<file path="src/rtl/core/tssd_pkg.sv">
`default_nettype none
package tssd_pkg;

    localparam int QUEUE_DEPTH = 4;
    localparam int MAX_WIDTH   = 32;

    localparam logic [2:0] ST_OK        = 3'd0;
    localparam logic [2:0] ST_BAD_ENC   = 3'd1;
    localparam logic [2:0] ST_BAD_WIDTH = 3'd2;
    localparam logic [2:0] ST_EARLY_END = 3'd3;
    localparam logic [2:0] ST_EXTRA     = 3'd4;
    localparam logic [2:0] ST_MISMATCH  = 3'd5;

    localparam logic [2:0] REG_CODE_TRIVIAL = 3'd0;
    localparam logic [2:0] REG_CODE_VARINT  = 3'd1;
    localparam logic [2:0] REG_CODE_DELTA   = 3'd2;
    localparam logic [2:0] REG_CODE_FIXED   = 3'd3;
    localparam logic [2:0] REG_PAD_BYTES    = 3'd4;

    typedef enum logic [1:0] {
        K_RAW   = 2'd0,
        K_VAR   = 2'd1,
        K_DELTA = 2'd2,
        K_FIXED = 2'd3
    } t_kind;

    typedef enum logic [1:0] {
        TK_RES    = 2'd0,   // finished result
        TK_PSTART = 2'd1,   // packed section start: count and width
        TK_PBYTE  = 2'd2    // one packed byte to unpack
    } t_task_kind;

    typedef struct packed {
        t_task_kind  kind;
        logic [31:0] value;
        logic [31:0] rep;
        logic [5:0]  width;
        logic        sec;
        logic        last;
        logic        done;
        logic [2:0]  status;
    } t_task;

    typedef struct packed {
        logic [31:0] value;
        logic [31:0] rep;
        logic        sec;
        logic        last;
        logic        done;
        logic [2:0]  status;
    } t_result;

endpackage
`default_nettype wire

</file>
<file path="src/rtl/core/tssd_queue.sv">
`default_nettype none
module tssd_queue
    import tssd_pkg::*;
#(
    parameter int P_DEPTH = QUEUE_DEPTH
) (
    input  wire   i_clk,
    input  wire   i_rst_n,
    input  wire   i_push,
    input  t_task i_task,
    input  wire   i_pop,
    output t_task o_task,
    output logic  o_full,
    output logic  o_empty
);
    localparam int PW = (P_DEPTH > 1) ? $clog2(P_DEPTH) : 1;
    localparam int CW = $clog2(P_DEPTH + 1);

    t_task          r_mem [P_DEPTH];
    logic [PW-1:0]  r_wr, r_rd;
    logic [CW-1:0]  r_cnt;

    function automatic logic [PW-1:0] f_inc(input logic [PW-1:0] p);
        if (p == PW'(P_DEPTH - 1)) return '0;
        return p + 1'b1;
    endfunction

    assign o_full  = (r_cnt == CW'(P_DEPTH));
    assign o_empty = (r_cnt == '0);
    assign o_task  = r_mem[r_rd];

    always_ff @(posedge i_clk) begin
        if (i_push) begin
            r_mem[r_wr] <= i_task;
        end
    end

    always_ff @(posedge i_clk) begin
        if (!i_rst_n) begin
            r_wr  <= '0;
            r_rd  <= '0;
            r_cnt <= '0;
        end else begin
            if (i_push) r_wr <= f_inc(r_wr);
            if (i_pop)  r_rd <= f_inc(r_rd);
            if (i_push && !i_pop)      r_cnt <= r_cnt + 1'b1;
            else if (!i_push && i_pop) r_cnt <= r_cnt - 1'b1;
        end
    end
endmodule
`default_nettype wire

</file>
<file path="src/rtl/core/tssd_front.sv">
`default_nettype none
module tssd_front
    import tssd_pkg::*;
(
    input  wire        i_clk,
    input  wire        i_rst_n,
    input  wire        i_cfg_we,
    input  wire  [2:0] i_cfg_idx,
    input  wire  [7:0] i_cfg_data,
    input  wire        i_valid,
    input  wire  [7:0] i_byte,
    input  wire        i_end,
    output logic       o_ready,
    input  wire        i_full,
    output logic       o_push,
    output t_task      o_task
);
    typedef enum logic [6:0] {
        PH_ENC   = 7'b0000001,
        PH_WIDTH = 7'b0000010,
        PH_COUNT = 7'b0000100,
        PH_VALS  = 7'b0001000,
        PH_PAD   = 7'b0010000,
        PH_DONE  = 7'b0100000,
        PH_ERR   = 7'b1000000
    } t_phase;

    logic [7:0]  r_code_raw, r_code_var, r_code_delta, r_code_fixed;
    logic [3:0]  r_pad_cfg;

    t_phase      r_phase, n_phase;
    logic        r_sec, n_sec;
    t_kind       r_kind, n_kind;
    logic [31:0] r_items, n_items;
    logic [31:0] r_first, n_first;
    logic [31:0] r_acc, n_acc;
    logic [2:0]  r_shift, n_shift;
    logic [31:0] r_sum, n_sum;
    logic [5:0]  r_width, n_width;
    logic [3:0]  r_pad, n_pad;
    logic [37:0] r_bits, n_bits;
    logic [2:0]  r_err, n_err;

    logic        accept, have_task, sec_done;
    logic [31:0] part, vacc, rpart, racc, dval;
    logic        vdone;
    logic [2:0]  verdict;
    t_task       tk;

    assign o_ready = !i_full;
    assign accept  = i_valid && o_ready;

    always_ff @(posedge i_clk) begin
        if (!i_rst_n) begin
            r_code_raw   <= 8'd0;
            r_code_var   <= 8'd7;
            r_code_delta <= 8'd8;
            r_code_fixed <= 8'd3;
            r_pad_cfg    <= 4'd0;
        end else if (i_cfg_we) begin
            case (i_cfg_idx)
                REG_CODE_TRIVIAL: r_code_raw   <= i_cfg_data;
                REG_CODE_VARINT:  r_code_var   <= i_cfg_data;
                REG_CODE_DELTA:   r_code_delta <= i_cfg_data;
                REG_CODE_FIXED:   r_code_fixed <= i_cfg_data;
                REG_PAD_BYTES:    r_pad_cfg    <= i_cfg_data[3:0];
                default: ;
            endcase
        end
    end

    // LEB128 slice placed at 7 bits per step; fifth byte keeps only 4 bits
    always_comb begin
        case (r_shift)
            3'd0:    part = {25'd0, i_byte[6:0]};
            3'd1:    part = {18'd0, i_byte[6:0], 7'd0};
            3'd2:    part = {11'd0, i_byte[6:0], 14'd0};
            3'd3:    part = {4'd0, i_byte[6:0], 21'd0};
            default: part = {i_byte[3:0], 28'd0};
        endcase
        case (r_shift[1:0])
            2'd0:    rpart = {24'd0, i_byte};
            2'd1:    rpart = {16'd0, i_byte, 8'd0};
            2'd2:    rpart = {8'd0, i_byte, 16'd0};
            default: rpart = {i_byte, 24'd0};
        endcase
    end

    assign vacc  = r_acc | part;
    assign vdone = !i_byte[7] || (r_shift >= 3'd4);
    assign racc  = r_acc | rpart;

    always_comb begin
        n_phase = r_phase; n_sec = r_sec; n_kind = r_kind; n_items = r_items;
        n_first = r_first; n_acc = r_acc; n_shift = r_shift; n_sum = r_sum;
        n_width = r_width; n_pad = r_pad; n_bits = r_bits; n_err = r_err;
        tk        = '0;
        tk.kind   = TK_RES;
        tk.sec    = r_sec;
        have_task = 1'b0;
        sec_done  = 1'b0;
        dval      = vacc;
        verdict   = ST_OK;

        case (r_phase)
            PH_ENC: begin
                n_acc = '0; n_shift = '0;
                n_phase = PH_COUNT;
                if (i_byte == r_code_raw)        n_kind = K_RAW;
                else if (i_byte == r_code_var)   n_kind = K_VAR;
                else if (i_byte == r_code_delta) n_kind = K_DELTA;
                else if (i_byte == r_code_fixed) begin
                    n_kind = K_FIXED; n_phase = PH_WIDTH;
                end else begin
                    n_err = ST_BAD_ENC; n_phase = PH_ERR;
                    tk.status = ST_BAD_ENC; have_task = 1'b1;
                end
            end
            PH_WIDTH: begin
                if (i_byte > 8'(MAX_WIDTH)) begin
                    n_err = ST_BAD_WIDTH; n_phase = PH_ERR;
                    tk.status = ST_BAD_WIDTH; have_task = 1'b1;
                end else begin
                    n_width = i_byte[5:0]; n_phase = PH_COUNT;
                end
            end
            PH_COUNT: begin
                if (!vdone) begin
                    n_acc = vacc; n_shift = r_shift + 3'd1;
                end else begin
                    n_acc = '0; n_shift = '0;
                    if (r_sec && vacc != r_first) begin
                        n_err = ST_MISMATCH; n_phase = PH_ERR;
                        tk.status = ST_MISMATCH; have_task = 1'b1;
                    end else begin
                        if (!r_sec) n_first = vacc;
                        n_items = vacc; n_sum = '0; n_pad = '0;
                        n_bits = 38'(vacc) * 38'(r_width);
                        if (vacc == '0) begin
                            tk.last = 1'b1; have_task = 1'b1; sec_done = 1'b1;
                        end else if (r_kind == K_FIXED && r_width == '0) begin
                            n_items = '0;
                            tk.rep = vacc; tk.last = 1'b1;
                            have_task = 1'b1; sec_done = 1'b1;
                        end else begin
                            n_phase = PH_VALS;
                            if (r_kind == K_FIXED) begin
                                n_pad = r_pad_cfg;
                                tk.kind = TK_PSTART; tk.value = vacc;
                                tk.width = r_width; have_task = 1'b1;
                            end
                        end
                    end
                end
            end
            PH_VALS: begin
                if (r_kind == K_FIXED) begin
                    tk.kind = TK_PBYTE; tk.value = {24'd0, i_byte};
                    have_task = 1'b1;
                    if (r_bits <= 38'd8) begin
                        n_bits = '0;
                        if (r_pad != '0) n_phase = PH_PAD;
                        else sec_done = 1'b1;
                    end else begin
                        n_bits = r_bits - 38'd8;
                    end
                end else if (r_kind == K_RAW) begin
                    if (r_shift >= 3'd3) begin
                        n_acc = '0; n_shift = '0;
                        tk.value = racc; tk.rep = 32'd1;
                        tk.last = (r_items == 32'd1); have_task = 1'b1;
                        n_items = r_items - 32'd1;
                        if (r_items == 32'd1) begin
                            if (r_pad != '0) n_phase = PH_PAD;
                            else sec_done = 1'b1;
                        end
                    end else begin
                        n_acc = racc; n_shift = r_shift + 3'd1;
                    end
                end else begin
                    if (!vdone) begin
                        n_acc = vacc; n_shift = r_shift + 3'd1;
                    end else begin
                        n_acc = '0; n_shift = '0;
                        // delta chain: every value after the first adds to the sum
                        if (r_kind == K_DELTA && r_items != r_first) dval = r_sum + vacc;
                        n_sum = dval;
                        tk.value = dval; tk.rep = 32'd1;
                        tk.last = (r_items == 32'd1); have_task = 1'b1;
                        n_items = r_items - 32'd1;
                        if (r_items == 32'd1) begin
                            if (r_pad != '0) n_phase = PH_PAD;
                            else sec_done = 1'b1;
                        end
                    end
                end
            end
            PH_PAD: begin
                n_pad = r_pad - 4'd1;
                if (r_pad == 4'd1) sec_done = 1'b1;
            end
            PH_DONE: begin
                n_err = ST_EXTRA; n_phase = PH_ERR;
                tk.status = ST_EXTRA; have_task = 1'b1;
            end
            default: ;
        endcase

        if (sec_done) begin
            n_acc = '0; n_shift = '0;
            if (!r_sec) begin
                n_sec = 1'b1; n_phase = PH_ENC;
            end else begin
                n_phase = PH_DONE;
            end
        end

        if (i_end) begin
            if (n_phase == PH_ERR)       verdict = n_err;
            else if (n_phase == PH_DONE) verdict = ST_OK;
            else                         verdict = ST_EARLY_END;
            if (!have_task || tk.kind == TK_PSTART) begin
                // a closing pad byte moves the index on: status result carries it
                tk = '0; tk.kind = TK_RES; tk.sec = n_sec;
            end
            tk.done = 1'b1; tk.status = verdict; have_task = 1'b1;
            n_phase = PH_ENC; n_sec = 1'b0; n_kind = K_RAW; n_items = '0;
            n_first = '0; n_acc = '0; n_shift = '0; n_sum = '0; n_width = '0;
            n_pad = '0; n_bits = '0; n_err = ST_OK;
        end
    end

    assign o_push = accept && have_task;
    assign o_task = tk;

    always_ff @(posedge i_clk) begin
        if (!i_rst_n) begin
            r_phase <= PH_ENC; r_sec <= 1'b0; r_kind <= K_RAW; r_items <= '0;
            r_first <= '0; r_acc <= '0; r_shift <= '0; r_sum <= '0;
            r_width <= '0; r_pad <= '0; r_bits <= '0; r_err <= ST_OK;
        end else if (accept) begin
            r_phase <= n_phase; r_sec <= n_sec; r_kind <= n_kind; r_items <= n_items;
            r_first <= n_first; r_acc <= n_acc; r_shift <= n_shift; r_sum <= n_sum;
            r_width <= n_width; r_pad <= n_pad; r_bits <= n_bits; r_err <= n_err;
        end
    end
endmodule
`default_nettype wire

</file>
<file path="src/rtl/core/tssd_back.sv">
`default_nettype none
module tssd_back
    import tssd_pkg::*;
(
    input  wire     i_clk,
    input  wire     i_rst_n,
    input  t_task   i_task,
    input  wire     i_empty,
    output logic    o_pop,
    output logic    o_valid,
    input  wire     i_ready,
    output t_result o_res
);
    logic        r_busy, r_end, r_sec;
    logic [2:0]  r_verdict;
    logic [39:0] r_buf, cur_buf;
    logic [5:0]  r_held, cur_held, r_w;
    logic [31:0] r_items;
    logic        r_ovalid;
    t_result     r_o;

    logic        out_free, active, cond, next_cond, emit, cur_end, cur_sec;
    logic [2:0]  cur_verdict;
    logic [32:0] mask;
    t_result     res;

    assign out_free = !r_ovalid || i_ready;
    assign o_pop    = !r_busy && !i_empty && out_free;
    assign active   = r_busy || (o_pop && i_task.kind == TK_PBYTE);

    always_comb begin
        if (r_busy) begin
            cur_buf = r_buf; cur_held = r_held;
            cur_end = r_end; cur_verdict = r_verdict; cur_sec = r_sec;
        end else begin
            cur_buf  = r_buf | (40'(i_task.value[7:0]) << r_held);
            cur_held = r_held + 6'd8;
            cur_end = i_task.done; cur_verdict = i_task.status; cur_sec = i_task.sec;
        end
        mask      = (33'd1 << r_w) - 33'd1;
        cond      = (cur_held >= r_w) && (r_items != '0);
        next_cond = ((cur_held - r_w) >= r_w) && (r_items > 32'd1);
        res  = '0;
        emit = 1'b0;
        if (o_pop && i_task.kind == TK_RES) begin
            emit = 1'b1;
            res.value = i_task.value; res.rep = i_task.rep; res.sec = i_task.sec;
            res.last = i_task.last; res.done = i_task.done; res.status = i_task.status;
        end else if (active && cond && out_free) begin
            emit = 1'b1;
            res.value = cur_buf[31:0] & mask[31:0];
            res.rep   = 32'd1;
            res.sec   = cur_sec;
            res.last  = (r_items == 32'd1);
            if (cur_end && !next_cond) begin
                res.done = 1'b1; res.status = cur_verdict;
            end
        end else if (active && !cond && cur_end) begin
            // byte held no whole value: verdict goes out alone
            emit = 1'b1;
            res.sec = cur_sec; res.done = 1'b1; res.status = cur_verdict;
        end
    end

    assign o_valid = r_ovalid;
    assign o_res   = r_o;

    always_ff @(posedge i_clk) begin
        if (emit) r_o <= res;
    end

    always_ff @(posedge i_clk) begin
        if (!i_rst_n) begin
            r_ovalid <= 1'b0; r_busy <= 1'b0; r_end <= 1'b0; r_sec <= 1'b0;
            r_verdict <= ST_OK; r_buf <= '0; r_held <= '0; r_w <= '0; r_items <= '0;
        end else begin
            if (emit) r_ovalid <= 1'b1;
            else if (i_ready) r_ovalid <= 1'b0;

            if (o_pop && i_task.kind == TK_PSTART) begin
                r_w <= i_task.width; r_items <= i_task.value;
                r_buf <= '0; r_held <= '0;
            end else if (active) begin
                r_end <= cur_end; r_verdict <= cur_verdict; r_sec <= cur_sec;
                if (cond && out_free) begin
                    r_buf   <= cur_buf >> r_w;
                    r_held  <= cur_held - r_w;
                    r_items <= r_items - 32'd1;
                    r_busy  <= next_cond;
                end else if (cond) begin
                    r_buf <= cur_buf; r_held <= cur_held; r_busy <= 1'b1;
                end else begin
                    r_buf <= cur_buf; r_held <= cur_held; r_busy <= 1'b0;
                end
            end
        end
    end
endmodule
`default_nettype wire

</file>
<file path="src/rtl/core/trailer_section_stream_decoder.sv">
`default_nettype none
// Path: a result is written into the queue, then into the output register.
// Throughput: one input beat per cycle while the queue has room; a packed byte
// that yields k values holds the unpack unit until all are out, the queue between
// parser and unpacker absorbing bursts. Reset: synchronous, active low; clears
// parser, queue and output; registers return to their reset codes.
module trailer_section_stream_decoder
    import tssd_pkg::*;
#(
    parameter int P_QUEUE_DEPTH = QUEUE_DEPTH
) (
    input  wire         i_clk,
    input  wire         i_rst_n,
    input  wire         i_cfg_we,
    input  wire  [2:0]  i_cfg_idx,
    input  wire  [7:0]  i_cfg_data,
    input  wire         i_s_axis_tvalid,
    output logic        o_s_axis_tready,
    input  wire  [7:0]  i_s_axis_tdata,   // [7:0] data_byte
    input  wire         i_s_axis_tlast,   // trailer_end
    output logic        o_m_axis_tvalid,
    input  wire         i_m_axis_tready,
    output logic [63:0] o_m_axis_tdata,   // [31:0] value, [63:32] repeat_count
    output logic        o_m_axis_tlast,   // last_in_section
    output logic [4:0]  o_m_axis_tuser    // [0] section, [1] trailer_done, [4:2] status
);
    t_task   push_task, pop_task;
    logic    push, pop, full, empty;
    t_result res;

    // front: byte parser, varint/raw assembly, error detection
    tssd_front u_front (
        .i_clk, .i_rst_n, .i_cfg_we, .i_cfg_idx, .i_cfg_data,
        .i_valid (i_s_axis_tvalid),
        .i_byte  (i_s_axis_tdata),
        .i_end   (i_s_axis_tlast),
        .o_ready (o_s_axis_tready),
        .i_full  (full),
        .o_push  (push),
        .o_task  (push_task)
    );

    tssd_queue #(.P_DEPTH(P_QUEUE_DEPTH)) u_queue (
        .i_clk, .i_rst_n,
        .i_push (push), .i_task (push_task),
        .i_pop  (pop),  .o_task (pop_task),
        .o_full (full), .o_empty (empty)
    );

    // back: bit unpacker plus output register
    tssd_back u_back (
        .i_clk, .i_rst_n,
        .i_task  (pop_task),
        .i_empty (empty),
        .o_pop   (pop),
        .o_valid (o_m_axis_tvalid),
        .i_ready (i_m_axis_tready),
        .o_res   (res)
    );

    assign o_m_axis_tdata = {res.rep, res.value};
    assign o_m_axis_tlast = res.last;
    assign o_m_axis_tuser = {res.status, res.done, res.sec};
endmodule
`default_nettype wire

</file>
<file path="config.mk">
export PLATFORM = sky130hd
export DESIGN_NAME = trailer_section_stream_decoder
export DESIGN_NICKNAME = d
export VERILOG_FILES = /design/src/rtl/core/tssd_pkg.sv /design/src/rtl/core/tssd_queue.sv /design/src/rtl/core/tssd_front.sv /design/src/rtl/core/tssd_back.sv /design/src/rtl/core/trailer_section_stream_decoder.sv
export SDC_FILE = /design/constraint.sdc
export NUM_CORES = 2
export LEC_CHECK = 0
export BUFFER_PORTS_ARGS = -buffer_cell sky130_fd_sc_hd__buf_2
export CORE_ASPECT_RATIO = 0.9
export CORE_UTILIZATION = 35
export DETAILED_ROUTE_END_ITERATION = 7
export PLACE_DENSITY = 0.59
export SLEW_MARGIN = 20
export SYNTH_ARGS = -nofsm -noshare
export SYNTH_HDL_FRONTEND = slang
export SYNTH_SLANG_ARGS = --single-unit
</file>
<file path="constraint.sdc">
create_clock -name i_clk -period 21.5 [get_ports i_clk]
set_input_delay 4.3 -clock i_clk [delete_from_list [all_inputs] [get_ports i_clk]]
set_output_delay 4.3 -clock i_clk [all_outputs]
set_load 0.05 [all_outputs]
</file>
# After elaboration in Yosys (flattened, before gate mapping)
# Memories as Yosys holds them, arrays and structs flattened. A register that Yosys moved wholly into a read port is not among the register bits.
# Index checks and enable logic that the tools add are counted.
# op_classes
addsub	13
n_mul	1
n_lt_le_gt_ge	7
n_eq_ne	46
n_shift	3
n_mux	195
n_bitwise	6
reduce_logical	72
# ops
cell	n
two-way mux 32 bit	33
two-way mux 64 bit	4
two-way mux 72 bit	3
one-hot mux 32 bit (3 select lines)	2
two-way mux 38 bit	5
two-way mux 78 bit	2
one-hot mux 66 bit (2 select lines)	1
one-hot mux 32 bit (2 select lines)	2
one-hot mux 32 bit (4 select lines)	1
two-way mux 7 bit	18
subtractor 32 x 1 -> 32 bit, second input constant	3
two-way mux 40 bit	2
one-hot mux 38 bit (2 select lines)	1
two-way mux 70 bit	1
two-way mux 3 bit	23
== test 32 x 1 -> 1 bit, second input constant	2
!= test 32 bit	2
OR 32 bit	2
two-way mux 1 bit	54
two-way mux 6 bit	9
OR 40 bit	1
left shift 8 x 6 -> 40 bit	1
right shift 40 x 6 -> 40 bit	1
<= comparator 38 x 4 -> 1 bit, second input constant	1
66 further kinds	169
# word_totals
regBits	396
ramBits	312
input_bits	25
out_inout_bits	72
word_cells	379
mem_count	1
# mem_list
name	words	width	rd	rd_ports_with_merged_regs	wr	line	rtl
u_queue.r_mem	4	78	1	1	1	tssd_queue.sv:19	t_task r_mem [P_DEPTH];

# Depth between registers and ports, before layout
# logic_depth
ltp_word	14
depth_mapped	27

# By module
# Synthesis repeated with hierarchy kept, for this count alone.
# hier_totals
hier_cells	4943
hier_area_um2	45777.7
# modules_own_cells
module	n_inst	cells_per_inst	area_per_inst_um2	seq_area_each_um2
tssd_front	1	3029	22183.8	4564.4
tssd_back	1	1462	11862.6	3923.8
tssd_queue	1	452	11731.3	9549.2

# Least setup slack after synthesis
# No wires, ideal clock.
# synth_timing
path_kind	input -> register
start	input i_s_axis_tdata[3]
end	register u_front.r_bits[31]
setup_ps	116
arrival_ps	9663
path_slack_ps	11721
stages	23
cell_sequence	buf_2 clkbuf_1 a21oi_1 inv_1 and2_1 fa_1 fa_1 inv_1 fa_1 inv_1 ha_1 a211oi_1 o21bai_1 a2111oi_0 nor2_1 a31oi_1 nor3_1 o21ai_0 o21ai_0 a21o_1 a21oi_1 xnor2_1 a41o_1
# synth_between
elab_chain_len	7
elab_cells_between_ends	11
classes_between	mul: 1; eq/ne: 2; mux: 5; bitwise: 1; reduce/logical: 2
# synth_rtl
element	line	rtl
from (decl)	trailer_section_stream_decoder.sv:19	input wire [7:0] i_s_axis_tdata,
one-hot mux 32 bit (4 select lines) *	tssd_front.sv:74	case (r_shift)
OR 32 bit *	tssd_front.sv:89	assign vacc = r_acc | part;
multiplier 32 x 6 -> 38 bit	tssd_front.sv:138	n_bits = 38'(vacc) * 38'(r_width);
two-way mux 38 bit	tssd_front.sv:132	if (r_sec && vacc != r_first) begin
two-way mux 38 bit	tssd_front.sv:128	if (!vdone) begin
one-hot mux 38 bit (2 select lines)	tssd_front.sv:105	case (r_phase)
two-way mux 38 bit	tssd_front.sv:218	if (i_end) begin
to (signal assigned)	tssd_front.sv:244	r_width <= n_width; r_pad <= n_pad; r_bits <= n_bits; r_err <= n_err;
to (decl)	tssd_front.sv:41	logic [37:0] r_bits, n_bits;
# Every way passes the cells marked *; elsewhere a longest branch is shown, timed or not. The select of a mux whose other input is x is not followed.
# A chain may end at the register's enable or synchronous reset.

# Final worst setup path
# layout_timing
start	input i_s_axis_tdata[1]
end	register u_front.r_bits[31]
# Same word-level chain as after synthesis.

==> flow_metrics.py <==
metrics = {
    "pwr": {
        "p_int_mw": 3.36,
        "clkPwrFrac": 0.244,
        "p_leak_nw": 18.9,
        "combPwrFrac": 0.459,
        "p_total_mw": 6.05,
        "p_sw_frac": 0.444,
        "ir_worst_vdd_mv": 0.128,
        "switchingPower_mw": 2.69,
        "seq_power_share": 0.297,
        "power-per-cell-area_nw_per_um2": 121,
    },
    "global_routing": {
        "grt-ovfl-total": 0,
        "antenna_found_initial": 4,
        "grt_pass1_vias": 36300,
        "grt_max_degree": 99,
        "grt_pass1_wl_mm": 236,
        "track_usage": 0.239,
    },
    "critical_path": {
        "critPathLaunchType": "input port",
        "crit_arrival_ps": 11040,
        "critPathMostFrequentCell": "fa_1",
        "worst_path_max_delay_cell": "o21ai_0",
        "crit_type": "in2reg",
        "cp_slowest_stage_delay_ps": 570,
        "endpoint_kind": "register",
        "crit_chain": "buf_2, a21oi_1, clkinv_1, and2_1, fa_1, fa_1, inv_1, fa_1, inv_1, ha_1, a211oi_1, o21bai_1, a2111oi_0, nor2_1, a31oi_1, nor3_1, o21ai_0, o21ai_0, a21o_1, a21oi_1, xnor2_1, a41o_1",
        "critical_path.max_fanout": 21,
        "crit_required_ps": 22040,
    },
    "route": {
        "firstDrtPassIters": 7,
        "drt_wl_total_mm": 158,
        "num_vias": 38900,
        "wl_per_cell_um": 24.1,
        "drt_iter0_markers": 5613,
        "ant_nets": 0,
        "viasPerCell": 5.94,
        "drc": 0,
    },
    "floorplanning": {
        "start_util": 0.353,
        "die_y_um": 342,
        "die-area_um2": 130000,
        "core_area_um2": 127000,
        "num_io_pins": 97,
        "rows": 124,
        "die_w_um": 379,
    },
    "yosys": {
        "synth_cells": 4813,
        "synth_top_area_frac": 0.256,
        "syn-num-nets": 5071,
        "synth_seq_cells": 710,
        "synth_edf_count": 382,
        "yosysWarnings": 0,
        "synthFlopType": "edfxtp_1",
        "seq_area_frac_synth": 0.402,
        "syn_area_per_cell_um2": 9.31,
        "synth.area.top_cells": "edfxtp_1, dfxtp_1, fa_1",
        "async_reset_ff_frac": 0,
        "netlist.top_cell.by_area": "edfxtp_1",
        "synth_cell_type_count": 102,
        "syn_area_um2": 44800,
    },
    "sta": {
        "drv_slew": 0,
        "fin_crit_sh": 0.488,
        "period_needed_ps": 10500,
        "fin_worst_skew_ps": 57.2,
        "fmax_ghz": 0.0953,
        "tightest_slew_ps": 1160,
        "slew_headroom": 0.218,
        "finalSetupViolations": 0,
        "rsz0062_at_grt": "false",
        "hold_viol": 0,
        "fin_tns_setup_ps": 0,
    },
    "place": {
        "placed_area_um2": 47100,
        "gp_congestion": 1.00,
        "hpwl_mm": 110,
        "io_buffers": 96,
    },
    "clocking": {
        "postCtsSetupBuffers": 0,
        "htreeDepth": 3,
        "clk_pin_slew_ps": 60,
        "cts_hold_buf": 0,
        "clock_latency_ps": 700,
        "cts-root-buf": "clkbuf_16",
        "post_cts_resized": 0,
        "cts_buffers": 79,
        "clock_path_buffers": 3,
        "cts_sinks": 710,
        "tritoncts": "done",
    },
    "layout": {
        "postLayoutCellArea_um2": 49900,
        "multiInputGateArea_um2": 24700,
        "nNetsFinal": 5038,
        "mostFrequentLayoutCell": "nor2_1",
        "final_cell_mix": "nor2_1, a21oi_1, nand2_1",
        "syn2layout_area_growth_pct": 11.3,
        "fill_cells": 12600,
        "seqCellArea_um2": 18000,
        "final_layout_size_suffix_gt1_frac": 0.106,
    },
    "flow_run": {
        "maxCapViolCount": 0,
    },
    "min_path": {
        "hp-class": "reg2reg",
    },
    "status": {
        "status": "completed",
    },
}
## power groups by stage
stage,clock network (mW),registers (mW),logic [mW]
after floorplan,0,2.04,1.64
after global routing,1.55,1.82,2.92
after global placement,0,1.82,2.70
after detailed placement,0,1.83,2.70
final,1.48,1.80,2.78
after CTS,1.50,1.80,2.71
## critical path: cells and delay by family
| kind | cells | cell delay, ps |
|---|---|---|
| AOI/OAI and AO/OA | 10 | 3230 |
| adders and majority gates | 4 | 1810 |
| buffers and inverters | 4 | 940 |
| and+or+nand+nor | 3 | 620 |
| xor gates and xnor gates | 1 | 90 |
## layout make-up
| class | count | area share |
|---|---|---|
| antenna | 2 | 0.000100 |
| clock buffer | 99 | 0.0430 |
| clock inverter | 49 | 0.0133 |
| inverter | 265 | 0.0201 |
| multi-input combinational | 3528 | 0.495 |
| sequential | 710 | 0.362 |
| tap | 1701 | 0.0427 |
| timing repair buffer | 196 | 0.0246 |
## flip-flops by register name (all words and copies together) (netlist names), 6 cells and up, named ones only
signal                cells
u_front.r_code_var        8
u_front.r_width           6
u_back.r_w                6
u_front.r_items          32
u_front.r_sum            32
u_back.r_buf             40
u_front.r_phase           7
u_front.r_code_fixed      8
u_front.r_code_delta      8
u_back.r_held             6
u_front.r_code_raw        8
u_front.r_first          32
u_back.r_items           32
u_front.r_acc            32
u_queue.r_mem           312
u_front.r_bits           38
u_back.o_res             70
## cells in the mapped netlist, types with 16 or more instances
master,number
inv_1,248
a31oi_1,50
nand4_1,24
o21a_1,16
a21oi_1,420
ha_1,109
nor4_1,51
clkbuf_1,248
a211oi_1,43
nand2_1,405
edfxtp_1,382
nand2b_1,33
or3_1,33
o32ai_1,16
buf_1,30
o31ai_1,31
and2_1,230
mux4_2,81
a221oi_1,25
fa_1,124
a22oi_1,97
o221ai_1,18
nor3_1,135
mux2i_1,87
nand3b_1,23
a21o_1,53
nor2b_1,32
o22ai_1,64
xnor2_1,85
o211ai_1,28
and3_1,34
nand3_1,90
o21ai_0,237
xor2_1,99
nor2_1,482
dfxtp_1,328
buf_2,27
mux2_2,27
## metal layers
metal,routed length [um],track usage,up-vias,part of all wire
met4,6760,0.0930,0,0.043
met3,16900,0.0639,394,0.11
li1,-,-,17400,-
met2,65900,0.341,2094,0.42
met5,0,0,-,0
met1,68600,0.340,19000,0.43
## path summary, 6_finish.rpt
path                                                 startpoint                              end  slack [ps]  cells past startpoint
worst max-delay path                          i_s_axis_tdata[1]  u_front.r_bits[31]$_SDFFE_PN0P_       11000                     22
worst min-delay path             u_front.r_sum[29]$_SDFFE_PN0P_   u_front.r_sum[29]$_SDFFE_PN0P_         460                      2
worst min register to register   u_front.r_sum[29]$_SDFFE_PN0P_   u_front.r_sum[29]$_SDFFE_PN0P_         460                      2
worst max register to register  u_front.r_shift[1]$_SDFFE_PN0P_  u_front.r_bits[31]$_SDFFE_PN0P_       13840                     24
## cells by family (layout without fill, tap and decap cells)
logic type / count (synthesis) / in the layout / synth area share
multiplexers: 200 / 200 / 0.0683
other: 0 / 2 / 0
AND/OR/NAND/NOR: 1636 / 1636 / 0.176
flip-flops: 710 / 710 / 0.402
buffers and inverters: 575 / 609 / 0.0498
XOR/XNOR: 184 / 184 / 0.0360
adder cells (fa/ha/maj): 233 / 233 / 0.0858
AO/OA/AOI/OAI: 1275 / 1275 / 0.182
## through the flow
step	hold WS, ps	worst slack (ps)	instances	util
detailed placement	451	10550	6400	0.370
finish	459	11000	6550	0.393
CTS	459	11210	6548	0.392
global route	474	10700	6548	0.393
global placement	437	10740	6399	0.370
floorplan	427	11720	4813	-
Note: power is estimated with default switching activity, not from simulation.
